### config.mk
export PLATFORM = sky130hd
export DESIGN_NAME = soft_uart_tick_engine_flat
export DESIGN_NICKNAME = d
export VERILOG_FILES = /design/src/hw/rtl/sut_pkg.sv /design/src/hw/rtl/sut_if.sv /design/src/hw/rtl/sut_lane.sv /design/src/hw/rtl/sut_merge.sv /design/src/hw/rtl/soft_uart_tick_engine.sv /design/src/flat_wrapper.sv
export SDC_FILE = /design/constraint.sdc
export NUM_CORES = 1
export LEC_CHECK = 0
export ABC_AREA = 1
export ABC_CLOCK_PERIOD_IN_PS = 2900
export BUFFER_PORTS_ARGS = -buffer_cell sky130_fd_sc_hd__clkbuf_2
export CORE_MARGIN = 3
export CORE_UTILIZATION = 40
export DETAILED_ROUTE_END_ITERATION = 6
export GPL_TIMING_DRIVEN = 0
export PLACE_DENSITY = 0.62
export SLEW_MARGIN = 20
export SYNTH_ARGS = -nofsm -noshare
export SYNTH_HDL_FRONTEND = slang
export SYNTH_HIERARCHICAL = 1
export SYNTH_SLANG_ARGS = --single-unit
export TNS_END_PERCENT = 50
### constraint.sdc
create_clock -name clk -period 2.9 [get_ports clk]
set_input_delay 0 -clock clk [delete_from_list [all_inputs] [get_ports clk]]
set_output_delay 0 -clock clk [all_outputs]
set_load 0.05 [all_outputs]
### src/hw/rtl/sut_pkg.sv
// Shared types and constants for the two-channel tick-driven UART engine.
package sut_pkg;

  // Number of lanes the design can hold
  localparam int CH_MAX = 2;

  // Operation codes
  localparam logic [1:0] OP_TICK = 2'd0;
  localparam logic [1:0] OP_SEND = 2'd1;
  localparam logic [1:0] OP_READ = 2'd2;

  // Configuration register indexes
  localparam logic REG_BIT_TICKS   = 1'b0;
  localparam logic REG_START_TICKS = 1'b1;

  // Register reset values
  localparam logic [3:0] BIT_TICKS_RST   = 4'd3;
  localparam logic [3:0] START_TICKS_RST = 4'd4;

  // Start plus eight data bits, then stop
  localparam logic [3:0] FRAME_STEPS = 4'd9;

  // Per-lane status after the current beat
  typedef struct packed {
    logic       tx_level;
    logic       tx_free;
    logic       rx_ready;
    logic       send_taken;
    logic [7:0] rd_byte;
  } lane_stat_t;

  // One result beat
  typedef struct packed {
    logic [1:0] tx_lines;
    logic [7:0] read_byte;
    logic       send_taken;
    logic [1:0] tx_free_flags;
    logic [1:0] rx_ready_flags;
  } result_t;

endpackage

### src/hw/rtl/sut_if.sv
// Request and response channel interfaces.
interface sut_req_if;
  logic       valid;
  logic       ready;
  logic [1:0] op;
  logic       channel;
  logic [7:0] send_byte;
  logic [1:0] rx_lines;

  modport source (output valid, op, channel, send_byte, rx_lines, input ready);
  modport sink (input valid, op, channel, send_byte, rx_lines, output ready);
endinterface

interface sut_rsp_if;
  logic       valid;
  logic       ready;
  logic [1:0] tx_lines;
  logic [7:0] read_byte;
  logic       send_taken;
  logic [1:0] tx_free_flags;
  logic [1:0] rx_ready_flags;

  modport source (output valid, tx_lines, read_byte, send_taken, tx_free_flags,
                  rx_ready_flags, input ready);
  modport sink (input valid, tx_lines, read_byte, send_taken, tx_free_flags,
                rx_ready_flags, output ready);
endinterface

### src/hw/rtl/sut_lane.sv
// One UART channel: receiver and transmitter state, advanced once per beat.
module sut_lane (
  input  logic               clk,
  input  logic               rst,
  input  logic               tick,
  input  logic               send_hit,
  input  logic               read_hit,
  input  logic               line,
  input  logic [7:0]         send_byte,
  input  logic [3:0]         bit_ticks,
  input  logic [3:0]         start_ticks,
  output sut_pkg::lane_stat_t stat
);
  import sut_pkg::*;

  logic       rx_active, rx_active_next;
  logic [3:0] rx_tick_count, rx_tick_count_next;
  logic [3:0] rx_bits_left, rx_bits_left_next;
  logic [7:0] rx_shift, rx_shift_next;
  logic [7:0] rx_hold, rx_hold_next;
  logic       rx_ready, rx_ready_next;
  logic       tx_active, tx_active_next;
  logic       tx_free, tx_free_next;
  logic [3:0] tx_tick_count, tx_tick_count_next;
  logic [3:0] tx_bits_left, tx_bits_left_next;
  logic [7:0] tx_shift, tx_shift_next;
  logic [7:0] tx_hold, tx_hold_next;
  logic       tx_level, tx_level_next;

  logic [3:0] rx_cnt_dec, rx_bits_dec, tx_cnt_dec, tx_bits_dec;

  assign rx_cnt_dec  = rx_tick_count - 4'd1;
  assign rx_bits_dec = rx_bits_left - 4'd1;
  assign tx_cnt_dec  = tx_tick_count - 4'd1;
  assign tx_bits_dec = tx_bits_left - 4'd1;

  // Receiver: hunt for start level, then sample at bit middles
  always_comb begin
    rx_active_next     = rx_active;
    rx_tick_count_next = rx_tick_count;
    rx_bits_left_next  = rx_bits_left;
    rx_shift_next      = rx_shift;
    rx_hold_next       = rx_hold;
    rx_ready_next      = rx_ready;
    if (tick) begin
      if (rx_active) begin
        if (rx_cnt_dec == 4'd0) begin
          rx_tick_count_next = bit_ticks;
          rx_bits_left_next  = rx_bits_dec;
          if (rx_bits_dec == 4'd0) begin
            rx_hold_next   = rx_shift;
            rx_active_next = 1'b0;
            rx_ready_next  = 1'b1;
          end else begin
            rx_shift_next = {line, rx_shift[7:1]};
          end
        end else begin
          rx_tick_count_next = rx_cnt_dec;
        end
      end else if (!line) begin
        rx_active_next     = 1'b1;
        rx_tick_count_next = start_ticks;
        rx_bits_left_next  = FRAME_STEPS;
      end
    end else if (read_hit) begin
      rx_ready_next = 1'b0;
    end
  end

  // Transmitter: free-running bit divider, frame shifter on each bit edge
  always_comb begin
    tx_active_next     = tx_active;
    tx_free_next       = tx_free;
    tx_tick_count_next = tx_tick_count;
    tx_bits_left_next  = tx_bits_left;
    tx_shift_next      = tx_shift;
    tx_hold_next       = tx_hold;
    tx_level_next      = tx_level;
    if (tick) begin
      if (tx_cnt_dec != 4'd0) begin
        tx_tick_count_next = tx_cnt_dec;
      end else begin
        tx_tick_count_next = bit_ticks;
        if (tx_active) begin
          if (tx_bits_left == 4'd0) begin
            tx_level_next     = 1'b0;
            tx_shift_next     = tx_hold;
            tx_bits_left_next = FRAME_STEPS;
          end else begin
            tx_bits_left_next = tx_bits_dec;
            if (tx_bits_dec == 4'd0) begin
              tx_level_next  = 1'b1;
              tx_active_next = 1'b0;
              tx_free_next   = 1'b1;
            end else begin
              tx_level_next = tx_shift[0];
              tx_shift_next = {1'b0, tx_shift[7:1]};
            end
          end
        end
      end
    end else if (send_hit && tx_free) begin
      tx_free_next   = 1'b0;
      tx_hold_next   = send_byte;
      tx_active_next = 1'b1;
    end
  end

  // Hold lane state
  always_ff @(posedge clk) begin
    if (rst) begin
      rx_active     <= 1'b0;
      rx_tick_count <= 4'd0;
      rx_bits_left  <= 4'd0;
      rx_shift      <= 8'd0;
      rx_hold       <= 8'd0;
      rx_ready      <= 1'b1;
      tx_active     <= 1'b0;
      tx_free       <= 1'b1;
      tx_tick_count <= BIT_TICKS_RST;
      tx_bits_left  <= 4'd0;
      tx_shift      <= 8'd0;
      tx_hold       <= 8'd0;
      tx_level      <= 1'b1;
    end else begin
      rx_active     <= rx_active_next;
      rx_tick_count <= rx_tick_count_next;
      rx_bits_left  <= rx_bits_left_next;
      rx_shift      <= rx_shift_next;
      rx_hold       <= rx_hold_next;
      rx_ready      <= rx_ready_next;
      tx_active     <= tx_active_next;
      tx_free       <= tx_free_next;
      tx_tick_count <= tx_tick_count_next;
      tx_bits_left  <= tx_bits_left_next;
      tx_shift      <= tx_shift_next;
      tx_hold       <= tx_hold_next;
      tx_level      <= tx_level_next;
    end
  end

  // Report state as it stands after this beat
  assign stat.tx_level   = tx_level_next;
  assign stat.tx_free    = tx_free_next;
  assign stat.rx_ready   = rx_ready_next;
  assign stat.send_taken = send_hit & tx_free;
  assign stat.rd_byte    = read_hit ? rx_hold : 8'd0;

endmodule

### src/hw/rtl/sut_merge.sv
// Combine lane status into one result beat and buffer it with a skid stage.
module sut_merge (
  input  logic                clk,
  input  logic                rst,
  input  logic                accept,
  input  sut_pkg::lane_stat_t stat [sut_pkg::CH_MAX],
  output logic                in_ready,
  sut_rsp_if.source           rsp
);
  import sut_pkg::*;

  result_t merged;
  result_t out_data, skid_data;
  logic    out_valid, skid_valid;
  logic    out_open;

  // Pack flags and OR the addressed lane's read and send results
  always_comb begin
    merged = '0;
    for (int c = 0; c < CH_MAX; c++) begin
      merged.tx_lines[c]       = stat[c].tx_level;
      merged.tx_free_flags[c]  = stat[c].tx_free;
      merged.rx_ready_flags[c] = stat[c].rx_ready;
      merged.send_taken        = merged.send_taken | stat[c].send_taken;
      merged.read_byte         = merged.read_byte | stat[c].rd_byte;
    end
  end

  assign out_open = !out_valid || rsp.ready;
  assign in_ready = !skid_valid;

  // Advance output register; park a beat in the skid stage on stall
  always_ff @(posedge clk) begin
    if (rst) begin
      out_valid  <= 1'b0;
      skid_valid <= 1'b0;
    end else if (out_open) begin
      if (skid_valid) begin
        out_valid  <= 1'b1;
        skid_valid <= 1'b0;
      end else begin
        out_valid <= accept;
      end
    end else if (accept) begin
      skid_valid <= 1'b1;
    end
  end

  always_ff @(posedge clk) begin
    if (out_open) begin
      if (skid_valid) begin
        out_data <= skid_data;
      end else if (accept) begin
        out_data <= merged;
      end
    end else if (accept) begin
      skid_data <= merged;
    end
  end

  assign rsp.valid          = out_valid;
  assign rsp.tx_lines       = out_data.tx_lines;
  assign rsp.read_byte      = out_data.read_byte;
  assign rsp.send_taken     = out_data.send_taken;
  assign rsp.tx_free_flags  = out_data.tx_free_flags;
  assign rsp.rx_ready_flags = out_data.rx_ready_flags;

endmodule

### src/hw/rtl/soft_uart_tick_engine.sv
// Top level of the two-channel tick-driven 8N1 UART engine.
//
// Usage: each request beat on req carries one operation. A tick samples
// rx_lines and advances every channel's receiver and transmitter by one
// oversample tick; a send offers send_byte to one channel's transmitter;
// a read returns that channel's held byte and clears its ready flag.
// Every request produces exactly one response beat on rsp with the line
// levels and flags as they stand after the operation.
// The response is registered in the output register, or in the skid stage
// when rsp stalls. One request per cycle is sustained while rsp takes beats;
// the per-channel lanes report their status combinationally and a two-entry
// output buffer (output register plus skid stage) keeps req ready while one response waits.
// When rsp stalls, the second waiting response fills the skid stage and
// req drops ready until rsp takes a beat.
// Reset (rst, synchronous) returns all channels to idle: lines high,
// transmitters free, ready flags set, bit_ticks 3, start_ticks 4.
// Write bit_ticks and start_ticks through cfg_we, cfg_index and cfg_data
// only while no response is outstanding.
module soft_uart_tick_engine #(
  parameter int CHANNELS = 2
) (
  input  logic       clk,
  input  logic       rst,
  input  logic       cfg_we,
  input  logic       cfg_index,
  input  logic [3:0] cfg_data,
  sut_req_if.sink    req,
  sut_rsp_if.source  rsp
);
  import sut_pkg::*;

  logic [3:0] bit_ticks_reg;
  logic [3:0] start_ticks_reg;
  logic       accept;
  logic       tick;
  lane_stat_t stat [CH_MAX];

  assign accept = req.valid && req.ready;
  assign tick   = accept && (req.op == OP_TICK);

  // Hold configuration registers
  always_ff @(posedge clk) begin
    if (rst) begin
      bit_ticks_reg   <= BIT_TICKS_RST;
      start_ticks_reg <= START_TICKS_RST;
    end else if (cfg_we) begin
      case (cfg_index)
        REG_BIT_TICKS:   bit_ticks_reg   <= cfg_data;
        REG_START_TICKS: start_ticks_reg <= cfg_data;
        default: ;
      endcase
    end
  end

  // One lane per present channel; absent lanes report zero
  for (genvar c = 0; c < CH_MAX; c++) begin : g_lane
    if (c < CHANNELS) begin : g_on
      sut_lane u_lane (
        .clk        (clk),
        .rst        (rst),
        .tick       (tick),
        .send_hit   (accept && (req.op == OP_SEND) && (req.channel == 1'(c))),
        .read_hit   (accept && (req.op == OP_READ) && (req.channel == 1'(c))),
        .line       (req.rx_lines[c]),
        .send_byte  (req.send_byte),
        .bit_ticks  (bit_ticks_reg),
        .start_ticks(start_ticks_reg),
        .stat       (stat[c])
      );
    end else begin : g_off
      assign stat[c] = '0;
    end
  end

  sut_merge u_merge (
    .clk     (clk),
    .rst     (rst),
    .accept  (accept),
    .stat    (stat),
    .in_ready(req.ready),
    .rsp     (rsp)
  );

  // A send result and a read result never share one beat
  assert property (@(posedge clk) disable iff (rst)
    rsp.valid |-> !(rsp.send_taken && (rsp.read_byte != 8'd0)))
    else $error("send_taken and read_byte both set");

  // Request side only backs off while a response is held
  assert property (@(posedge clk) disable iff (rst)
    !req.ready |-> rsp.valid)
    else $error("req not ready with empty response side");

  // Skid fills only after a stalled response
  assert property (@(posedge clk) disable iff (rst)
    $fell(req.ready) |-> $past(rsp.valid && !rsp.ready))
    else $error("skid filled without a stall");

endmodule

### src/flat_wrapper.sv
// flat-port wrapper written by rule: the top's interface ports become plain ports
module soft_uart_tick_engine_flat import sut_pkg::*;
#(
  parameter int CHANNELS = 2
)
  (clk, rst, cfg_we, cfg_index, cfg_data, req_valid, req_op, req_channel, req_send_byte, req_rx_lines, req_ready, rsp_valid, rsp_tx_lines, rsp_read_byte, rsp_send_taken, rsp_tx_free_flags, rsp_rx_ready_flags, rsp_ready);
  sut_req_if req_i ();
  sut_rsp_if rsp_i ();
  input  logic clk;
  input  logic rst;
  input  logic cfg_we;
  input  logic cfg_index;
  input  logic [3:0] cfg_data;
  input wire logic [$bits(req_i.valid)-1:0] req_valid;
  input wire logic [$bits(req_i.op)-1:0] req_op;
  input wire logic [$bits(req_i.channel)-1:0] req_channel;
  input wire logic [$bits(req_i.send_byte)-1:0] req_send_byte;
  input wire logic [$bits(req_i.rx_lines)-1:0] req_rx_lines;
  output wire logic [$bits(req_i.ready)-1:0] req_ready;
  output wire logic [$bits(rsp_i.valid)-1:0] rsp_valid;
  output wire logic [$bits(rsp_i.tx_lines)-1:0] rsp_tx_lines;
  output wire logic [$bits(rsp_i.read_byte)-1:0] rsp_read_byte;
  output wire logic [$bits(rsp_i.send_taken)-1:0] rsp_send_taken;
  output wire logic [$bits(rsp_i.tx_free_flags)-1:0] rsp_tx_free_flags;
  output wire logic [$bits(rsp_i.rx_ready_flags)-1:0] rsp_rx_ready_flags;
  input wire logic [$bits(rsp_i.ready)-1:0] rsp_ready;
  assign req_i.valid = req_valid;
  assign req_i.op = req_op;
  assign req_i.channel = req_channel;
  assign req_i.send_byte = req_send_byte;
  assign req_i.rx_lines = req_rx_lines;
  assign req_ready = req_i.ready;
  assign rsp_valid = rsp_i.valid;
  assign rsp_tx_lines = rsp_i.tx_lines;
  assign rsp_read_byte = rsp_i.read_byte;
  assign rsp_send_taken = rsp_i.send_taken;
  assign rsp_tx_free_flags = rsp_i.tx_free_flags;
  assign rsp_rx_ready_flags = rsp_i.rx_ready_flags;
  assign rsp_i.ready = rsp_ready;
  soft_uart_tick_engine #(.CHANNELS(CHANNELS)) u_core (.clk(clk), .rst(rst), .cfg_we(cfg_we), .cfg_index(cfg_index), .cfg_data(cfg_data), .req(req_i), .rsp(rsp_i));
endmodule
# After elaboration in Yosys (flattened, before gate mapping)
# Cells that the tools add are included.
word_totals:
  regBits: 146
classes:
  addsub: 8
  n_eq_ne: 10
  mux: 77
  n_bitwise: 12
  reduce_logical: 48
ops:
  columns: ["operator", "n"]
  rows:
  - ["$mux 4", 16]
  - ["$mux 1", 53]
  - ["$mux 8", 6]
  - ["$logic_not 4->1", 8]
  - ["$sub 4x1->4 const B", 8]
  - ["$mux 15", 2]
  - ["$reduce_and 4->1", 6]
  - ["$reduce_and 2->1", 10]
  - ["$reduce_and 3->1", 4]
  - ["$logic_and 1x1->1", 10]
  - ["$ne 2x1->1 const B", 4]
  - ["$ne 2x2->1 const B", 4]
  - ["$not 1->1", 8]
  - ["$or 8x8->8", 1]
  - ["$reduce_bool 4->1", 2]
  - ["$reduce_bool 2->1", 3]
  - ["$and 1x1->1", 2]
  - ["$eq 2x1->1 const B", 1]
  - ["$eq 2x2->1 const B", 1]
  - ["$logic_not 1->1", 2]
  - ["$logic_not 2->1", 1]
  - ["$reduce_or 2->1", 1]
  - ["$logic_or 1x1->1", 1]
  - ["$or 1x1->1", 1]

# Longest topological paths before layout
# Gate-level depths: netlist (run 1).
depth:
  depth_word: 9
  depth_mapped: 14
  ltp_nobuf: 12

# Modules after synthesis
# The synthesis (run 1) kept the hierarchy.
by_module_without_submodules:
  columns: ["mod", "n_inst", "cells_each", "area_each_um2"]
  rows:
  - ["sut_lane", 2, 416, 2772.7]
  - ["sut_merge", 1, 99, 1280.0]
  - ["soft_uart_tick_engine", 1, 55, 360.3]

# Least setup slack after synthesis (run 1)
# Ideal clock, no wire load.
synth_path:
  path_kind: "register to register"
  startpoint: "reg u_core.u_merge.skid_valid"
  endpoint: "reg u_core.u_merge.out_data, in the netlist u_core/u_merge/rsp.tx_lines[0], data pin"
  arrival_ns: 2.321
  t_required_ns: 2.770
  setup_slack_ns: 0.449
  stages_incl_launch_ff: 14
  cell_sequence: "dfxtp_1 > buf_6 > inv_6 > buf_8 > nand2_1 > nor3_1 > inv_2 > nor2_2 > nand4_2 > or2_1 > nand2_1 > buf_4 > nand2_1 > nand2_1"
synth_via:
  elab_chain_cells: 6
synth_lines:
  columns: ["element", "line_no", "text"]
  rows:
  - ["start: declaration", "sut_merge.sv:14", "logic out_valid, skid_valid;"]
  - ["start signal: assignment", "sut_merge.sv:36", "skid_valid <= 1'b0;"]
  - ["start signal: assignment", "sut_merge.sv:40", "skid_valid <= 1'b0;"]
  - ["start signal: assignment", "sut_merge.sv:45", "skid_valid <= 1'b1;"]
  - ["$logic_not 1->1", "sut_merge.sv:30", "assign in_ready = !skid_valid;"]
  - ["named net req_ready", "flat_wrapper.sv:19", "output wire logic [$bits(req_i.ready)-1:0] req_ready;"]
  - ["$logic_and 1x1->1", "soft_uart_tick_engine.sv:38", "assign accept = req.valid && req.ready;"]
  - ["$logic_and 1x1->1", "soft_uart_tick_engine.sv:39", "assign tick = accept && (req.op == OP_TICK);"]
  - ["named net u_core.tick", "soft_uart_tick_engine.sv:35", "logic tick;"]
  - ["$mux 1", "sut_lane.sv:79", "if (tick) begin"]
  - ["named net u_core.g_lane[0].g_on.u_lane.tx_level_next", "sut_lane.sv:28", "logic tx_level, tx_level_next;"]
  - ["$mux 15", "sut_merge.sv:53", "end else if (accept) begin"]
  - ["$mux 15", "sut_merge.sv:51", "if (skid_valid) begin"]
  - ["end signal: assignment", "sut_merge.sv:52", "out_data <= skid_data;"]
  - ["end signal: assignment", "sut_merge.sv:54", "out_data <= merged;"]
  - ["end: declaration", "sut_merge.sv:13", "result_t out_data, skid_data;"]
# The timed path passes the listed nets, and every way through them passes these cells. The select of a mux whose other input is x is not followed.
# A chain may end at the register's enable or synchronous reset.

# Worst setup path in the final report (run 1)
layout_path:
  startpoint: "reg u_core.u_merge.skid_valid"
  endpoint: "reg u_core.u_merge.out_data, in the netlist u_core/u_merge/rsp.tx_lines[1], data pin"
layout_via:
  elab_chain_cells: 6
layout_lines:
  columns: ["element", "line_no"]
  rows:
  - ["$logic_not 1->1", "sut_merge.sv:30"]
  - ["$logic_and 1x1->1", "soft_uart_tick_engine.sv:38"]
  - ["$logic_and 1x1->1", "soft_uart_tick_engine.sv:39"]
  - ["named net u_core.tick", "soft_uart_tick_engine.sv:35"]
  - ["$mux 1", "sut_lane.sv:79"]
  - ["named net u_core.g_lane[1].g_on.u_lane.tx_level_next", "sut_lane.sv:28"]
  - ["$mux 15", "sut_merge.sv:53"]
  - ["$mux 15", "sut_merge.sv:51"]
# The timed path passes the listed nets, and every way through them passes these cells. The select of a mux whose other input is x is not followed.

==> impl_metrics.json, run 1 <==
{
  "outcome": "completed",
  "critPathArrivalTime_ns": 2.85,
  "cts.sinks": 146,
  "dr_total_vias": 6130,
  "worst-slew-pin-transition_ns": 0.784,
  "synth_edf_count": 30,
  "diodes": 0,
  "cts_buffers": 17,
  "grt_max_degree": 17,
  "cap_violations": 0,
  "area_delta_synth_final_pct": 18.4,
  "yosysSeqAreaShare": 0.449,
  "core_sq_um": 17400,
  "worst_slack_ns": 0.344,
  "regArea_sq_um": 3220,
  "grt_overflow": 0,
  "cts_tree": "built",
  "drive_gt1_frac": 0.141,
  "slew_headroom": 0.478,
  "clock_latency_ns": 0.42,
  "syn-num-nets": 1021,
  "fillers": 1755,
  "routed_wl_um": 16100,
  "cts_root_buf": "clkbuf_16",
  "syn_avg_cell_area_sq_um": 7.29,
  "busiest_layer": "met2",
  "grt_pass1_vias": 5743,
  "hpwl_um": 11600,
  "ys_seq_elements": 146,
  "cts_buffer_depth": 2,
  "wire_per_inst_um": 12.3,
  "fp.dieArea_sq_um": 19600,
  "p_leak_nw": 3.73,
  "initial_core_util": 0.413,
  "power.density_nw_per_um2": 538,
  "die_height_um": 140,
  "die-width_um": 140,
  "fin_util": 0.488,
  "finalPower_mw": 4.58,
  "dr.first_iter.drc_count": 289,
  "use_met2": 0.280,
  "required_ns": 3.19,
  "vias_per_cell": 4.68,
  "cts_max_level": 4,
  "final_cells": 1311,
  "max_freq_mhz": 391,
  "multiInputGateArea_sq_um": 3190,
  "ioPinCount": 40,
  "rsz0062_at_grt": "false",
  "cp_max_fo": 11,
  "port_buffers": 39,
  "use_met1": 0.221,
  "cts_setup_buffers": 0,
  "dr.pass1.iters": 6,
  "dp_cells": 1251,
  "period_share": 0.881,
  "drc": 0,
  "synthArstFlopShare": 0,
  "endpoint_kind": "flop",
  "setup_viol": 0,
  "final_nets": 1108,
  "vdd_ir_drop_max_mv": 0.481,
  "hold_viol_final": 0,
  "place_congestion": 0.850,
  "track_usage": 0.170,
  "synth_warnings": 6,
  "hold_path_class": "primary input to flop",
  "grt_pass1_wl_um": 27200,
  "ant_nets": 0,
  "antenna_found_initial": 0,
  "worst_clock_skew_ns": 0.00930,
  "cts-resized-gates": 0,
  "finalCriticalPeriod_ns": 2.56,
  "pre_cts_slack_ns": 0.382,
  "start_kind": "flop",
  "syn_inst": 986,
  "synthDistinctLibCells": 37,
  "ys.flop_type": "dfxtp_1",
  "num_rows": 48,
  "criticalPathCategory": "flop to flop",
  "synth_area_sq_um": 7190,
  "clkTransAtPathRegs_ns": 0.06,
  "grt_use_met3": 0.0468,
  "drv_slew": 0
}
[routing by layer]
layer  wire length (um)  vias up  share of wire
li1                   -     3280              -
met1               7700     2734           0.48
met2               7530       98           0.47
met3                627       18          0.039
met4                262        0          0.016
met5                  0        -              0
[cells in the final DEF (no fill, tap or decap), drive strengths merged, types with 5 or more instances in the layout]
| master | synthesis | final |
|---|---|---|
| ha | 12 | 12 |
| or2 | 11 | 11 |
| nor3 | 5 | 5 |
| dfxtp | 116 | 116 |
| nand3 | 57 | 57 |
| nand4 | 26 | 26 |
| buf | 25 | 26 |
| dlygate4sd3 | 0 | 28 |
| clkinvlp | 0 | 7 |
| edfxtp | 30 | 30 |
| nand2 | 273 | 273 |
| inv | 141 | 143 |
| a21oi | 50 | 50 |
| nor2 | 142 | 142 |
| clkbuf | 13 | 72 |
| o21ai | 70 | 70 |
[where the power goes]
group          total [mW]  internal [mW]  switching, mW
clock                2.04           1.18          0.862
sequential           2.16           2.12         0.0316
combinational       0.383          0.130          0.253
total                4.58           3.43           1.15
[through the flow]
stage | hold slack (ns) | setup TNS [ns] | cell area (sq um)
after floorplan | 0.0691 | 0 | 7190
after global placement | 0.259 | -38.25 | 7660
after detailed placement | 0.252 | 0 | 7680
after CTS | 0.0102 | 0 | 8500
after global routing | 0.0756 | 0 | 8500
final | 0.0251 | 0 | 8500
[cell usage after synthesis (3+ instances only)]
cell / count / area, sq um
a21oi_1: 50 / 250
a31oi_1: 4 / 25.0
buf_2: 8 / 40.0
buf_4: 9 / 67.6
buf_6: 5 / 56.3
clkbuf_1: 12 / 45.0
dfxtp_1: 116 / 2320
edfxtp_1: 30 / 901
ha_1: 12 / 150
inv_1: 131 / 492
inv_2: 9 / 33.8
nand2_1: 262 / 983
nand2_2: 9 / 56.3
nand3_1: 53 / 265
nand3b_1: 4 / 30.0
nand4_1: 24 / 150
nor2_1: 122 / 458
nor2_2: 12 / 75.1
nor2_4: 4 / 45.0
nor2_8: 4 / 80.1
nor3_1: 5 / 25.0
o21ai_0: 65 / 325
o21ai_2: 3 / 26.3
or2_2: 9 / 56.3
xor2_1: 4 / 35.0
[cell families after synthesis]
logic type / after synthesis / synth area share
AO/OA/AOI/OAI: 126 / 0.0907
buffers and inverters: 179 / 0.108
XOR/XNOR: 4 / 0.00487
AND/OR/NAND/NOR: 519 / 0.326
adder cells (fa/ha/maj): 12 / 0.0209
flip-flops: 146 / 0.449
[repair_timing]
action / in CTS / in global routing
endpoints found under the hold margin: 33 / 0
endpoints found under the setup margin: 0 / 0
hold buffers: 28 / 0
[final cells by class]
cell class	count	area share
tap	225	0.0331
clock buffer	20	0.0513
buffer	38	0.0288
timing repair buffer	68	0.0568
clock inverter	12	0.0128
multi-input combinational	661	0.375
sequential	146	0.379
inverter	141	0.0628
[critical path, stage by stage, from the launching register on]
cell and delay, ns:
dfxtp_1 0.30, buf_6 0.14, inv_6 0.07, buf_8 0.14
nand2_1 0.10, nor3_2 0.23, buf_4 0.25, inv_2 0.10
nor2_2 0.17, nand4_2 0.30, or2_1 0.33, nand2_1 0.07
buf_4 0.11, nand2_1 0.05, nand2_1 0.06
[final timing paths]
path,from,endpoint,slack [ns],depth (start not counted)
worst max register to register,u_core/u_merge/skid_valid$_SDFFE_PP0P_,u_core/u_merge/rsp.tx_lines[1]$_DFFE_PP_,0.34,14
worst max-delay path,u_core/u_merge/skid_valid$_SDFFE_PP0P_,u_core/u_merge/rsp.tx_lines[1]$_DFFE_PP_,0.34,14
worst min register to register,u_core/g_lane[0].g_on.u_lane/tx_hold[1]$_SDFFE_PP0P_,u_core/g_lane[0].g_on.u_lane/tx_hold[1]$_SDFFE_PP0P_,0.46,2
worst min-delay path,req_op[0],u_core/g_lane[0].g_on.u_lane/tx_tick_count[0]$_SDFFE_PP1P_,0.03,5
Note: power is estimated with default switching activity, not from simulation.
==> run 2, diff against run 1 <==
CORE_UTILIZATION = 61   (was 40)
GPL_ROUTABILITY_DRIVEN = 0   (was default)
PLACE_DENSITY = 0.86   (was 0.62)
==> impl_metrics.json, run 2 (synthesis results as in run 1) <==
{
  "clkTransAtPathRegs_ns": 0.06,
  "cts_root_buf": "clkbuf_16",
  "combPwrFrac": 0.082,
  "routed_wl_um": 16100,
  "num_rows": 39,
  "endpoint_kind": "flop",
  "final_cells": 1227,
  "setup_viol": 0,
  "rr_worst_depth": 14,
  "worst_clock_skew_ns": 0.00498,
  "ant_nets": 0,
  "dp_cells": 1169,
  "cts_buffer_depth": 2,
  "worst_slack_ns": 0.178,
  "cp-endpoint": "u_core/u_merge/rsp.tx_lines[0]$_DFFE_PP_",
  "cap_violations": 0,
  "layout_common_cells": "262 x nand2_1, 131 x inv_1, 122 x nor2_1, 116 x dfxtp_1, 65 x o21ai_0",
  "drc": 0,
  "cts_tree": "built",
  "die-width_um": 115,
  "antenna_found_initial": 0,
  "core_sq_um": 11500,
  "final_area_sq_um": 8450,
  "initial_core_util": 0.627,
  "p_leak_nw": 3.77,
  "slew_headroom": 0.495,
  "clkPwrFrac": 0.464,
  "grt_pass1_wl_um": 27600,
  "layout_commonest_cell": "nand2_1",
  "critical-path-max-stage-delay_ns": 0.49,
  "vdd_ir_drop_max_mv": 0.471,
  "drv_slew": 0,
  "area_delta_synth_final_pct": 17.5,
  "wire_per_inst_um": 13.1,
  "dr_total_vias": 6485,
  "finalPower_mw": 4.75,
  "swShare": 0.238,
  "rrSetupSlack_ns": 0.18,
  "cp.depth": 14,
  "start_kind": "flop",
  "port_buffers": 39,
  "power.density_nw_per_um2": 563,
  "dr.first_iter.drc_count": 602,
  "cp_cell_sequence": "buf_6, inv_6, buf_8, nand2_1, nor3_2, buf_4, inv_2, nor2_2, nand4_2, or2_1, nand2_1, buf_4, nand2_1, nand2_1",
  "reg2reg_from": "u_core/u_merge/skid_valid$_SDFFE_PP0P_",
  "hold_viol_final": 0,
  "diodes": 0,
  "grt_pass1_vias": 6191,
  "setup_tns_ns": 0,
  "rsz0062_at_grt": "false",
  "critical_path_buf_inv_count": 6,
  "hpwl_um": 11100,
  "place_area_sq_um": 7580,
  "die_height_um": 115,
  "grt_overflow": 0,
  "fin_util": 0.736,
  "critPathArrivalTime_ns": 3.02,
  "pre_cts_slack_ns": 0.217,
  "drive_gt1_frac": 0.145,
  "pwr-share-seq": 0.454,
  "vias_per_cell": 5.29,
  "max_freq_mhz": 367,
  "period_share": 0.939,
  "dr.pass1.iters": 5,
  "p_sw_mw": 1.13,
  "worstReg2RegEnd": "u_core/u_merge/rsp.tx_lines[0]$_DFFE_PP_",
  "fp.dieArea_sq_um": 13100,
  "required_ns": 3.19,
  "finalCriticalPeriod_ns": 2.72,
  "track_usage": 0.262,
  "ioPinCount": 40,
  "holdWs_ns": 0.0821,
  "cts_buffers": 17,
  "cts_max_level": 4,
  "hold_path_class": "primary input to flop",
  "crit_path_start": "u_core/u_merge/skid_valid$_SDFFE_PP0P_",
  "critPathSlowestCell": "nor3_2",
  "final_nets": 1106,
  "criticalPathCategory": "flop to flop",
  "cts.sinks": 146,
  "crit_path_frequent_cell": "nand2_1",
  "fillers": 846,
  "power.internal_mw": 3.62,
  "cp_max_fo": 11,
  "clock_latency_ns": 0.42,
  "outcome": "completed",
  "grt_max_degree": 17,
  "worst-slew-pin-transition_ns": 0.758,
  "cts-resized-gates": 0,
  "cp_top_family": "simple AND/OR/NAND/NOR gates"
}
-- run 2: how the worst min path moves through the flow --
stage                start                                                         end  slack [ns]  cells after the start
6_report         req_op[0]  u_core/g_lane[1].g_on.u_lane/tx_tick_count[0]$_SDFFE_PP1P_        0.08                      5
5_1_grt          req_op[0]  u_core/g_lane[1].g_on.u_lane/tx_tick_count[0]$_SDFFE_PP1P_        0.07                      5
2_1_floorplan          rst                      u_core/start_ticks_reg[0]$_SDFFE_PP0P_        0.07                      1
3_5_place_dp   cfg_data[0]                        u_core/bit_ticks_reg[0]$_SDFFE_PP1P_        0.27                      3
3_3_place_gp   cfg_data[0]                      u_core/start_ticks_reg[0]$_SDFFE_PP0P_        0.27                      3
4_1_cts          req_valid                       u_core/u_merge/rsp.valid$_SDFFE_PP0P_        0.06                      5
-- run 2: routing by layer --
layer / global-route usage / vias to the layer above / share of wire
met5: 0 / - / 0
met4: 0.126 / 0 / 0.033
met1: 0.319 / 2911 / 0.42
met2: 0.441 / 252 / 0.48
li1: - / 3275 / -
met3: 0.0550 / 47 / 0.064
-- run 2: timing repair --
item / 4_1_cts / 5_1_grt
hold endpoints to repair: 33 / 0
buffers inserted: 0 / 0
hold buffers: 26 / 0
-- run 2: area by class of cell --
type	count	area (sq um)	share of cell area
buffer	38	245	0.0290
clock buffer	21	483	0.0572
clock inverter	11	126	0.0150
inverter	141	534	0.0633
multi-input combinational	661	3190	0.378
sequential	146	3220	0.382
tap	143	179	0.0212
timing repair buffer	66	463	0.0548
-- run 2: worst reg2reg max path, delay by kind of cell, from the launching register on --
| family | cells | cell delay [ns] |
|---|---|---|
| buffers and inverters | 6 | 0.83 |
| and+or+nand+nor | 8 | 1.45 |
| DFF | 1 | 0.31 |
-- run 2: power by group through the flow --
stage                     Sequential (mW)  Clock (mW)  Combinational, mW
after floorplan                      2.24           0              0.215
after global placement               2.20           0              0.343
after detailed placement             2.20           0              0.353
after CTS                            2.16        2.25              0.383
after global routing                 2.16        2.34              0.431
final                                2.16        2.21              0.389
